## src/design/scrq_pkg.sv

```systemverilog
`default_nettype none
// ----------------------------------------------------------------------------
// scrq_pkg: shared types and constants
// Operation codes, result codes and the command/status bundles that join
// the resend queue controller and its datapath.
// ----------------------------------------------------------------------------
package scrq_pkg;

  localparam logic [1:0]  OP_LOAD = 2'd0;
  localparam logic [1:0]  OP_TICK = 2'd1;
  localparam logic [1:0]  OP_ACK  = 2'd2;

  localparam logic        EV_TX   = 1'b0;
  localparam logic        EV_DROP = 1'b1;

  localparam logic [15:0] RESEND_PERIOD_RST = 16'd20;

  // controller -> datapath
  typedef struct packed {
    logic wr_byte;     // store byte at tail slot, bump load position
    logic set_drop;    // queue full: discard rest of message
    logic drop_emit;   // final byte of a discarded message
    logic commit;      // close message into tail slot
    logic tmr_inc;
    logic tmr_clear;
    logic tmr_start;   // count to 0, timer running
    logic tmr_stop;    // count to 0, timer stopped
    logic head_adv;    // pop head slot
    logic rd_en;       // read one byte of head message
    logic rd_last;
    logic rd_resend;
  } dp_cmd_t;

  // datapath -> controller
  typedef struct packed {
    logic q_empty;
    logic q_full;
    logic q_multi;     // more than one message queued
    logic dropping;
    logic pos_room;    // load position below message limit
    logic running;
    logic hit;         // next tick reaches the period
  } dp_status_t;

endpackage
`default_nettype wire

```

## src/design/scrq_ctrl.sv

```systemverilog
`default_nettype none
// ----------------------------------------------------------------------------
// scrq_ctrl: resend queue controller
// Decodes each item and steps the byte replay of the head message.
// ----------------------------------------------------------------------------
module scrq_ctrl #(
  parameter int MAX_MESSAGE_BYTES = 64
) (
  input  wire                      clk,
  input  wire                      rst_n,
  input  wire                      start,
  input  wire [1:0]                in_op,
  input  wire                      in_last_byte,
  input  scrq_pkg::dp_status_t     status,
  input  wire [$clog2(MAX_MESSAGE_BYTES+1)-1:0] head_len,
  output logic                     busy,
  output scrq_pkg::dp_cmd_t        cmd,
  output logic [((MAX_MESSAGE_BYTES > 1) ? $clog2(MAX_MESSAGE_BYTES) : 1)-1:0] rd_idx
);
  import scrq_pkg::*;

  localparam int PW = $clog2(MAX_MESSAGE_BYTES + 1);
  localparam int BW = (MAX_MESSAGE_BYTES > 1) ? $clog2(MAX_MESSAGE_BYTES) : 1;

  typedef enum logic [1:0] {
    ST_IDLE = 2'b01,
    ST_SEND = 2'b10
  } state_t;

  state_t        state_r, state_nxt;
  logic [BW-1:0] idx_r, idx_nxt;
  logic          resend_r, resend_nxt;
  logic          accept;
  logic          drop_now;
  logic          go_send;

  assign accept   = start && (state_r == ST_IDLE);
  assign drop_now = status.dropping || status.q_full;
  assign busy     = (state_r == ST_SEND);
  assign rd_idx   = idx_r;

  always_comb begin
    cmd        = '0;
    state_nxt  = state_r;
    idx_nxt    = idx_r;
    resend_nxt = resend_r;
    go_send    = 1'b0;
    case (state_r)
      ST_IDLE: begin
        if (accept) begin
          case (in_op)
            OP_LOAD: begin
              cmd.set_drop = status.q_full;
              cmd.wr_byte  = !drop_now && status.pos_room;
              if (in_last_byte) begin
                if (drop_now) begin
                  cmd.drop_emit = 1'b1;
                end else begin
                  cmd.commit = 1'b1;
                  if (status.q_empty) begin
                    cmd.tmr_start = 1'b1;
                    go_send       = 1'b1;
                    resend_nxt    = 1'b0;
                  end
                end
              end
            end
            OP_TICK: begin
              if (status.running) begin
                if (status.hit) begin
                  cmd.tmr_clear = 1'b1;
                  if (!status.q_empty) begin
                    go_send    = 1'b1;
                    resend_nxt = 1'b1;
                  end
                end else begin
                  cmd.tmr_inc = 1'b1;
                end
              end
            end
            OP_ACK: begin
              cmd.head_adv = !status.q_empty;
              if (status.q_multi) begin
                cmd.tmr_start = 1'b1;
                go_send       = 1'b1;
                resend_nxt    = 1'b0;
              end else begin
                cmd.tmr_stop = 1'b1;
              end
            end
            default: ;
          endcase
          if (go_send) begin
            state_nxt = ST_SEND;
            idx_nxt   = '0;
          end
        end
      end
      ST_SEND: begin
        cmd.rd_en     = 1'b1;
        cmd.rd_resend = resend_r;
        cmd.rd_last   = ((PW'(idx_r) + PW'(1)) == head_len);
        if (cmd.rd_last) begin
          state_nxt = ST_IDLE;
        end else begin
          idx_nxt = idx_r + BW'(1);
        end
      end
      default: begin
        state_nxt = ST_IDLE;
      end
    endcase
  end

  always_ff @(posedge clk) begin
    if (!rst_n) begin
      state_r  <= ST_IDLE;
      idx_r    <= '0;
      resend_r <= 1'b0;
    end else begin
      state_r  <= state_nxt;
      idx_r    <= idx_nxt;
      resend_r <= resend_nxt;
    end
  end

`ifndef SYNTH
  a_send_ends: assert property (@(posedge clk) disable iff (!rst_n)
    (state_r == ST_SEND && cmd.rd_last) |=> (state_r == ST_IDLE))
    else $error("replay did not end after last byte");

  a_ack_sends_next: assert property (@(posedge clk) disable iff (!rst_n)
    (accept && in_op == OP_ACK && status.q_multi) |=> (state_r == ST_SEND && !resend_r))
    else $error("ack with queued follower did not start a send");
`endif

endmodule
`default_nettype wire

```

## src/design/scrq_datapath.sv

```systemverilog
`default_nettype none
// ----------------------------------------------------------------------------
// scrq_datapath: resend queue storage, pointers, timer and result register
// Message bytes live in one RAM addressed by {slot, byte index}.
// ----------------------------------------------------------------------------
module scrq_datapath #(
  parameter int QUEUE_SLOTS       = 8,
  parameter int MAX_MESSAGE_BYTES = 64
) (
  input  wire                      clk,
  input  wire                      rst_n,
  input  wire                      cfg_we,
  input  wire [15:0]               cfg_wdata,
  input  wire [1:0]                in_port,
  input  wire [7:0]                in_data_byte,
  input  scrq_pkg::dp_cmd_t        cmd,
  input  wire [((MAX_MESSAGE_BYTES > 1) ? $clog2(MAX_MESSAGE_BYTES) : 1)-1:0] rd_idx,
  output scrq_pkg::dp_status_t     status,
  output logic [$clog2(MAX_MESSAGE_BYTES+1)-1:0] head_len,
  output logic                     out_strobe,
  output logic                     out_event_res,
  output logic [1:0]               out_tx_port,
  output logic [7:0]               out_tx_byte,
  output logic                     out_is_resend,
  output logic                     out_last_of_run
);
  import scrq_pkg::*;

  localparam int SW        = $clog2(QUEUE_SLOTS);
  localparam int CW        = $clog2(QUEUE_SLOTS + 1);
  localparam int PW        = $clog2(MAX_MESSAGE_BYTES + 1);
  localparam int BW        = (MAX_MESSAGE_BYTES > 1) ? $clog2(MAX_MESSAGE_BYTES) : 1;
  localparam int AW        = SW + BW;
  localparam int MEM_DEPTH = QUEUE_SLOTS * (2 ** BW);

  logic [15:0]   period_r;
  logic [SW-1:0] head_r, tail_r;
  logic [CW-1:0] count_r;
  logic [PW-1:0] pos_r;
  logic          dropping_r;
  logic [15:0]   tcount_r;
  logic          running_r;

  logic [PW-1:0] slot_len_r  [QUEUE_SLOTS];
  logic [1:0]    slot_port_r [QUEUE_SLOTS];
  logic [7:0]    mem [0:MEM_DEPTH-1];

  logic [7:0]    rd_data_r;
  logic          out_valid_r;
  logic          out_event_r;
  logic [1:0]    out_port_r;
  logic          out_resend_r;
  logic          out_last_r;

  logic [AW-1:0] waddr, raddr;

  assign waddr = {tail_r, pos_r[BW-1:0]};
  assign raddr = {head_r, rd_idx};

  assign status.q_empty  = (count_r == '0);
  assign status.q_full   = (count_r >= CW'(QUEUE_SLOTS));
  assign status.q_multi  = (count_r > CW'(1));
  assign status.dropping = dropping_r;
  assign status.pos_room = (pos_r < PW'(MAX_MESSAGE_BYTES));
  assign status.running  = running_r;
  assign status.hit      = (({1'b0, tcount_r} + 17'd1) >= {1'b0, period_r});

  assign head_len = slot_len_r[head_r];

  always_ff @(posedge clk) begin
    if (!rst_n) begin
      period_r   <= RESEND_PERIOD_RST;
      head_r     <= '0;
      tail_r     <= '0;
      count_r    <= '0;
      pos_r      <= '0;
      dropping_r <= 1'b0;
      tcount_r   <= '0;
      running_r  <= 1'b0;
    end else begin
      if (cfg_we) begin
        period_r <= cfg_wdata;
      end
      if (cmd.commit || cmd.drop_emit) begin
        pos_r <= '0;
      end else if (cmd.wr_byte) begin
        pos_r <= pos_r + PW'(1);
      end
      if (cmd.drop_emit) begin
        dropping_r <= 1'b0;
      end else if (cmd.set_drop) begin
        dropping_r <= 1'b1;
      end
      if (cmd.commit) begin
        tail_r  <= (tail_r == SW'(QUEUE_SLOTS - 1)) ? '0 : tail_r + SW'(1);
        count_r <= count_r + CW'(1);
      end else if (cmd.head_adv) begin
        head_r  <= (head_r == SW'(QUEUE_SLOTS - 1)) ? '0 : head_r + SW'(1);
        count_r <= count_r - CW'(1);
      end
      if (cmd.tmr_start) begin
        tcount_r  <= '0;
        running_r <= 1'b1;
      end else if (cmd.tmr_stop) begin
        tcount_r  <= '0;
        running_r <= 1'b0;
      end else if (cmd.tmr_clear) begin
        tcount_r <= '0;
      end else if (cmd.tmr_inc) begin
        tcount_r <= tcount_r + 16'd1;
      end
    end
  end

  // slot descriptors: no reset, only read once written
  // final byte counts toward the length when it was stored this cycle
  always_ff @(posedge clk) begin
    if (cmd.commit) begin
      slot_len_r[tail_r]  <= cmd.wr_byte ? pos_r + PW'(1) : pos_r;
      slot_port_r[tail_r] <= in_port;
    end
  end

  always_ff @(posedge clk) begin
    if (cmd.wr_byte) begin
      mem[waddr] <= in_data_byte;
    end
    if (cmd.rd_en) begin
      rd_data_r <= mem[raddr];
    end
  end

  // result register
  always_ff @(posedge clk) begin
    if (!rst_n) begin
      out_valid_r <= 1'b0;
    end else begin
      out_valid_r <= cmd.rd_en || cmd.drop_emit;
    end
  end

  always_ff @(posedge clk) begin
    if (cmd.rd_en) begin
      out_event_r  <= EV_TX;
      out_port_r   <= slot_port_r[head_r];
      out_resend_r <= cmd.rd_resend;
      out_last_r   <= cmd.rd_last;
    end else if (cmd.drop_emit) begin
      out_event_r  <= EV_DROP;
      out_port_r   <= in_port;
      out_resend_r <= 1'b0;
      out_last_r   <= 1'b1;
    end
  end

  assign out_strobe      = out_valid_r;
  assign out_event_res   = out_event_r;
  assign out_tx_port     = out_port_r;
  assign out_tx_byte     = (out_event_r == EV_DROP) ? 8'd0 : rd_data_r;
  assign out_is_resend   = out_resend_r;
  assign out_last_of_run = out_last_r;

`ifndef SYNTH
  a_count_bound: assert property (@(posedge clk) disable iff (!rst_n)
    count_r <= CW'(QUEUE_SLOTS))
    else $error("queue count above slot count");

  a_timer_needs_msg: assert property (@(posedge clk) disable iff (!rst_n)
    running_r |-> (count_r != '0))
    else $error("resend timer running with empty queue");
`endif

endmodule
`default_nettype wire

```

## src/design/serial_command_resend_queue_unit.sv

```systemverilog
`default_nettype none
// ----------------------------------------------------------------------------
// serial_command_resend_queue_unit: stop-and-wait resend queue
// Queues serial messages, transmits the head and replays it on timeout
// until acknowledged.
// ----------------------------------------------------------------------------
// Usage:
//  - Input: drive in_op/in_port/in_data_byte/in_last_byte with start high;
//    the item is taken at an edge where busy is low. Ops: load byte, timer
//    tick, acknowledge head.
//  - Output: each result item shows for one cycle with out_strobe high;
//    the receiver cannot stall, so nothing is held back.
//  - Config: cfg_we/cfg_wdata write resend_period; write only when idle.
//  - Latency: a transmitted byte is read in the replay state and then passes
//    the RAM read register before it shows; a drop notice shows in the
//    cycle right after the final byte is taken.
//  - Throughput: items that send nothing (byte loads, idle ticks, drops)
//    go at one per cycle while busy is low. An item that sends the head
//    message holds busy while the single read port of the message RAM
//    replays its bytes (1..MAX_MESSAGE_BYTES) one byte a cycle.
//  - Reset: rst_n (sync, active low) empties the queue, stops the timer and
//    loads the period with 20. Message RAM and slot descriptors are not
//    cleared; only slots that hold a complete message are ever read.
// ----------------------------------------------------------------------------
module serial_command_resend_queue_unit #(
  parameter int QUEUE_SLOTS       = 8,
  parameter int MAX_MESSAGE_BYTES = 64
) (
  input  wire        clk,
  input  wire        rst_n,
  input  wire        cfg_we,
  input  wire [15:0] cfg_wdata,
  input  wire        start,
  output logic       busy,
  input  wire [1:0]  in_op,
  input  wire [1:0]  in_port,
  input  wire [7:0]  in_data_byte,
  input  wire        in_last_byte,
  output logic       out_strobe,
  output logic       out_event_res,
  output logic [1:0] out_tx_port,
  output logic [7:0] out_tx_byte,
  output logic       out_is_resend,
  output logic       out_last_of_run
);
  import scrq_pkg::*;

  localparam int PW = $clog2(MAX_MESSAGE_BYTES + 1);
  localparam int BW = (MAX_MESSAGE_BYTES > 1) ? $clog2(MAX_MESSAGE_BYTES) : 1;

  dp_cmd_t       cmd;      // controller commands for this cycle
  dp_status_t    status;   // queue / timer flags
  logic [PW-1:0] head_len; // byte count of head message
  logic [BW-1:0] rd_idx;   // replay byte index

  scrq_ctrl #(
    .MAX_MESSAGE_BYTES (MAX_MESSAGE_BYTES)
  ) u_ctrl (
    .clk          (clk),
    .rst_n        (rst_n),
    .start        (start),
    .in_op        (in_op),
    .in_last_byte (in_last_byte),
    .status       (status),
    .head_len     (head_len),
    .busy         (busy),
    .cmd          (cmd),
    .rd_idx       (rd_idx)
  );

  scrq_datapath #(
    .QUEUE_SLOTS       (QUEUE_SLOTS),
    .MAX_MESSAGE_BYTES (MAX_MESSAGE_BYTES)
  ) u_datapath (
    .clk             (clk),
    .rst_n           (rst_n),
    .cfg_we          (cfg_we),
    .cfg_wdata       (cfg_wdata),
    .in_port         (in_port),
    .in_data_byte    (in_data_byte),
    .cmd             (cmd),
    .rd_idx          (rd_idx),
    .status          (status),
    .head_len        (head_len),
    .out_strobe      (out_strobe),
    .out_event_res   (out_event_res),
    .out_tx_port     (out_tx_port),
    .out_tx_byte     (out_tx_byte),
    .out_is_resend   (out_is_resend),
    .out_last_of_run (out_last_of_run)
  );

endmodule
`default_nettype wire

```

## config.mk

```make
export PLATFORM = sky130hd
export DESIGN_NAME = serial_command_resend_queue_unit
export DESIGN_NICKNAME = d
export VERILOG_FILES = /design/src/design/scrq_pkg.sv /design/src/design/scrq_ctrl.sv /design/src/design/scrq_datapath.sv /design/src/design/serial_command_resend_queue_unit.sv
export SDC_FILE = /design/constraint.sdc
export NUM_CORES = 2
export LEC_CHECK = 0
export ABC_AREA = 1
export BUFFER_PORTS_ARGS = -buffer_cell sky130_fd_sc_hd__buf_2
export CAP_MARGIN = 20
export CORE_MARGIN = 2
export CORE_UTILIZATION = 60
export DETAILED_ROUTE_END_ITERATION = 6
export PLACE_DENSITY = 0.78
export SYNTH_ARGS = -nofsm -noshare
export SYNTH_HDL_FRONTEND = slang
export SYNTH_MEMORY_MAX_BITS = 65536
export SYNTH_SLANG_ARGS = --single-unit
export TNS_END_PERCENT = 20
```

## constraint.sdc

```tcl
create_clock -name clk -period 4.75 [get_ports clk]
set_input_delay 0.7125 -clock clk [delete_from_list [all_inputs] [get_ports clk]]
set_output_delay 0.7125 -clock clk [all_outputs]
set_load 0.01 [all_outputs]
```

## Yosys cells after proc, flatten, opt, wreduce, memory -nomap -nowiden

Memory sizes are Yosys's and may differ from the RTL's. A register that Yosys moved wholly into a read port is not among the register bits.
Index checks and enable logic that the tools add are counted.

- Word-level logic and storage cells: 135
- Bits in writable memories: 4168
- Register bits after elaboration: 66
- Memories kept: 3
- Input port bits: 33
- Output and inout bits: 15

Memories:

| memory | depth | width | rd ports | clocked after memory_dff | wr ports | line | source |
|---|---|---|---|---|---|---|---|
| u_datapath.mem | 512 | 8 | 1 | 1 | 1 | scrq_datapath.sv:46 | `logic [7:0] mem [0:MEM_DEPTH-1];` |
| u_datapath.slot_len_r | 8 | 7 | 1 | 1 | 1 | scrq_datapath.sv:44 | `logic [PW-1:0] slot_len_r [QUEUE_SLOTS];` |
| u_datapath.slot_port_r | 8 | 2 | 1 | 1 | 1 | scrq_datapath.sv:45 | `logic [1:0] slot_port_r [QUEUE_SLOTS];` |

- $lt $le $gt $ge: 4
- Add/sub/neg operators: 9
- Reduce and logical (&&, ||, !) cells: 21
- Bitwise gates (word level): 2
- Multiplexer cells: 62
- Eq/ne operators: 18

Operators by type and width:

| kind | number |
|---|---|
| $mux 1 | 31 |
| $mux 3 | 7 |
| $mux 2 | 9 |
| $mux 6 | 3 |
| $mux 9 | 2 |
| $add 16x1->17 const B | 1 |
| $ge 17x16->1 | 1 |
| $add 16x1->16 const B | 1 |
| $ne 2x2->1 const B | 7 |
| $mux 4 | 3 |
| $pmux 6 s2 | 1 |
| $reduce_and 10->1 | 1 |
| $mux 8 | 1 |
| $ne 2x1->1 const B | 4 |
| $reduce_bool 2->1 | 4 |
| $add 6x1->7 const B | 1 |
| $add 7x1->7 const B | 1 |
| $eq 7x7->1 | 1 |
| $lt 7x7->1 const B | 1 |
| $mux 7 | 1 |
| $add 3x1->3 const B | 2 |
| $add 6x1->6 const B | 1 |
| $eq 3x3->1 const B | 2 |
| $pmux 1 s3 | 2 |
| other kinds (20) | 28 |

## Longest topological paths before layout

- Depth in word-level cells: 11
- Gate-level depth with buffers: 19
- Mapped depth without buffers: 18

## By module

Synthesis repeated with hierarchy kept, for this count alone.

- Cells, all modules: 14622
- Area, all modules: 173039.7 um^2

Modules (own cells, without submodules):

| module | times used | area each (um^2) | cells each | sequential area each (um^2) |
|---|---|---|---|---|
| scrq_datapath | 1 | 172198.9 | 14492 | 126641.5 |
| scrq_ctrl | 1 | 840.8 | 130 | 180.2 |

## Worst setup path after synthesis

OpenSTA, ideal clock, no wires.

- Path kind: flip-flop to flip-flop
- Start: reg u_datapath.tcount_r[0]
- End: reg u_datapath.tcount_r[5]
- Library setup time: 0.126 ns
- Buffers on the path: 1
- Cell stages (with the launch flop): 18
- Required time: 4.624 ns
- Period minus slack after synthesis: 2.755 ns
- Arrival: 2.629 ns
- Path slack: 1.995 ns
- Cell sequence: dfxtp_1 -> ha_1 -> nand3_1 -> nor2_2 -> nand2_1 -> nor2_1 -> xor2_1 -> ha_1 -> a21o_1 -> a21oi_1 -> nand3_1 -> nor2_1 -> nand2_1 -> nor2_2 -> inv_2 -> buf_4 -> nand2_1 -> a21oi_1

- Longest elaborated chain between the ends: 8
- Elaborated cells between the ends (all ways): 10
- Those cells by class: 2 x add/sub; 1 x order compare; 6 x mux; 1 x reduce/logical

RTL lines:

| element | line | source |
|---|---|---|
| start, declared | scrq_datapath.sv:41 | `logic [15:0] tcount_r;` |
| start signal, assigned | scrq_datapath.sv:110 | `tcount_r <= tcount_r + 16'd1;` |
| $add 16x1->17 | scrq_datapath.sv:66 | `assign status.hit = (({1'b0, tcount_r} + 17'd1) >= {1'b0, period_r});` |
| $ge 17x16->1 | scrq_datapath.sv:66 |  |
| $mux 1 | scrq_ctrl.sv:70 | `if (status.hit) begin` |
| $mux 2 | scrq_ctrl.sv:69 | `if (status.running) begin` |
| $mux 2 | scrq_ctrl.sv:51 | `case (in_op)` |
| $mux 9 | scrq_ctrl.sv:50 | `if (accept) begin` |
| $mux 9 | scrq_ctrl.sv:48 | `case (state_r)` |
| $reduce_or 4->1 (no line) | - |  |

Several ways; a longest one is shown, not always the timed one.
A chain may end at the register's enable or synchronous reset.

## Worst setup path after layout

- Start: reg u_datapath.tail_r[2]
- End: mem u_datapath.mem[318][7] (enable)

RTL lines:

| element | line | source |
|---|---|---|
| start, declared | scrq_datapath.sv:37 | `logic [SW-1:0] head_r, tail_r;` |
| start signal, assigned | scrq_datapath.sv:95 | `tail_r <= (tail_r == SW'(QUEUE_SLOTS - 1)) ? '0 : tail_r + SW'(1);` |
| end, declared | scrq_datapath.sv:46 |  |

No word-level cell before the write port.

==> reports/metrics.cfg <==
[run_status]
outcome=complete, but fails checks
failed_checks=DRC

[power_and_ir_drop]
leakage_uw=0.0655
p_per_area_nw_per_um2=421
p_total_uw=79900
ir_drop_mv=0.350

[die]
core-area_um2=287000
rows=197
die_x_um=541
initial_core_util_pct=60.2
io_pins=48
die_y_um=541
die_area_um2=293000

[cts]
cts_buffers=407
clkSlewWorstSetupHoldPaths_ps=70
clock_latency_ps=1010
cts_max_path_buffers=4
cts.sinks=4245
cts_tree=built
postCtsSetupBuffers=0
cts_root_buffer=clkbuf_16
ctsHtreeMaxLevel=5

[global_route]
grt_overflow=0
grt_use_met1_pct=41.7
grt_busiest_layer=met2
met2_usage_pct=47.8
grt_pass1_wl_um=687000
grt_usage_pct=31.4
use_met3_pct=7.75
grt_max_degree=182
antenna_found_initial=12
first_global_vias=110946

[route]
drtIter0Drc=18928
remaining_drc_errors=17
routedWlPerCell_um=25.4
firstDrtPassIters=7
via_per_inst=6.34
drt_wl_total_um=468000
vias=117019
ant_nets=0

[sta]
finalHoldViolCount=0
period_needed_ps=3670
setup_viol=0
fin_skew_ps=59.5
max_freq_mhz=272
rsz0062_at_grt=no
final_max_slew_viol_count=0
fin_setup_tns_ps=0
setup_ws_ps=1080
max_slew_margin_pct=22.1
fin_crit_sh_pct=77.3
worstMarginPinSlew_ps=1170

[logic_synthesis]
synth_common_cells=4314 x nand2_1, 4180 x edfxtp_1, 4142 x nand3_1
synth_seq_cells=4245
synth_area_per_cell_um2=11.8
yosysMostFrequentCell=nand2_1
synth_area_leader_cell=edfxtp_1
ys_seq_area_share_pct=73.3
synthFlopType=edfxtp_1
synth-async-reset-ratio_pct=0
netlist_top_cells_area=edfxtp_1 73%, nand3_1 12%, nand2_1 9.4%
synth_top_cell_area_share_pct=72.5
ys_types=40
yosysWarnings=0
synth.net_count=14674
synth_edf_count=4180
syn_area_um2=173000
netlist_instances=14612

[placed_design]
port_buffers=47
dp_hpwl_um=266000
post_dp_cell_area_um2=176000
placed_cells=17682
dp_slack_ps=675
routabilityCongestion=0.954

[critical_path]
end_kind=flip-flop
crit_path_start_kind=flip-flop
crit_arrival_ps=4240
crit_path_max_fanout=15
critPathKind=reg2reg
crit_required_ps=5310

[worst_hold_path]
holdCritPathClass=in2reg

[cells_and_area]
drive_gt1_share_pct=6.40
syn_to_final_growth_pct=9.68
instances_no_fill=18452
design_area_um2=190000
fillers=19449
nNetsFinal=14381

[flow_run]
drv_cap=0

report_power, final:
part	switching [uW]	total, uW	internal (uW)
registers	71.5	41200	41100
logic	4620	6090	1470
clock network	14100	32600	18500
layout make-up:
cell class	instances	area, um^2	area share, %
diodes	6	15.0	0.00791
multi-input cells	9260	40700	21.5
clock inverters	267	2840	1.49
flip-flops and latches	4245	127000	66.8
well taps	3781	4730	2.49
repair buffers	304	3580	1.88
clock buffers	488	10600	5.60
inverters	101	428	0.225
timing repair:
action                                  4_1_cts  5_1_grt
gates resized for setup                       0        0
endpoints found under the setup margin        0        0
endpoints found under the hold margin         5        0
hold buffers                                  9        0
flip-flops by register name, indices dropped and copies added (netlist names), named ones only:
signal	count
u_datapath.mem	4096
u_datapath.slot_len_r	56
u_datapath.period_r	16
u_datapath.slot_port_r	16
u_datapath.tcount_r	16
u_datapath.rd_data_r	8
u_datapath.pos_r	7
u_ctrl.rd_idx	6
u_datapath.count_r	4
u_datapath.head_r	3
u_datapath.tail_r	3
u_ctrl.state_r	2
u_datapath.out_tx_port	2
u_ctrl.resend_r	1
u_datapath.dropping_r	1
u_datapath.out_event_res	1
u_datapath.out_is_resend	1
u_datapath.out_last_of_run	1
u_datapath.out_strobe	1
u_datapath.running_r	1
placed cells by master (no fill, tap or decap), drive strengths merged:
| master | n |
|---|---|
| nor4 | 1 |
| a41oi | 1 |
| a21o | 1 |
| nor3b | 2 |
| buf | 295 |
| a211oi | 3 |
| a21oi | 59 |
| and3 | 1 |
| dlygate4sd3 | 9 |
| clkinv | 185 |
| nand4 | 4 |
| nor2 | 610 |
| inv | 109 |
| edfxtp | 4180 |
| o21ai | 48 |
| xor2 | 17 |
| a32o | 1 |
| nand2 | 4316 |
| nor3 | 10 |
| clkbuf | 488 |
| clkinvlp | 29 |
| o22ai | 2 |
| diode | 6 |
| a21boi | 1 |
| nand3 | 4144 |
| ha | 29 |
| dfxtp | 65 |
| and2 | 2 |
| bufinv | 45 |
| o221ai | 3 |
| o211ai | 1 |
| xnor2 | 4 |
per-stage QoR:
step	util, %	hold slack [ps]
2_1_floorplan	-	435
3_3_place_gp	61.3	456
3_5_place_dp	61.3	463
4_1_cts	66.0	7.53
5_1_grt	66.0	70.9
6_report	66.0	39.4
critical path, cell delays in order, from the launching register on:
cell and delay [ps]:
dfxtp_1 380, inv_1 110, nor2_1 140, nand2_1 290, inv_1 670, nand2_1 740
nor2_1 920
metal layers:
layer  wire length [um]  vias up
met4              28700       18
met3              62500     1433
li1                   -    51300
met1             165000    55511
met5                262        -
met2             211000     8757
path summary, 6_finish.rpt:
check / startpoint / end / slack (ps) / cells past startpoint
max: u_datapath.tail_r[2] / u_datapath.mem[318][7] / 1080 / 6
max reg2reg: u_datapath.tail_r[2] / u_datapath.mem[318][7] / 1080 / 6
min reg2reg: u_datapath.period_r[11] / u_datapath.period_r[11] / 470 / 2
min: cfg_wdata[6] / u_datapath.period_r[6] / 40 / 3
cell families (layout without fill, tap and decap cells):
group | Yosys count | in the layout | synth area share, %
AND/OR/NAND/NOR | 9090 | 9090 | 22.8
flip-flops | 4245 | 4245 | 73.3
buffers and inverters | 1107 | 1160 | 3.25
AO/OA/AOI/OAI | 120 | 120 | 0.369
adder cells (fa/ha/maj) | 29 | 29 | 0.210
XOR/XNOR | 21 | 21 | 0.106
other | 0 | 6 | 0
Power figures use the tool's default switching activity.
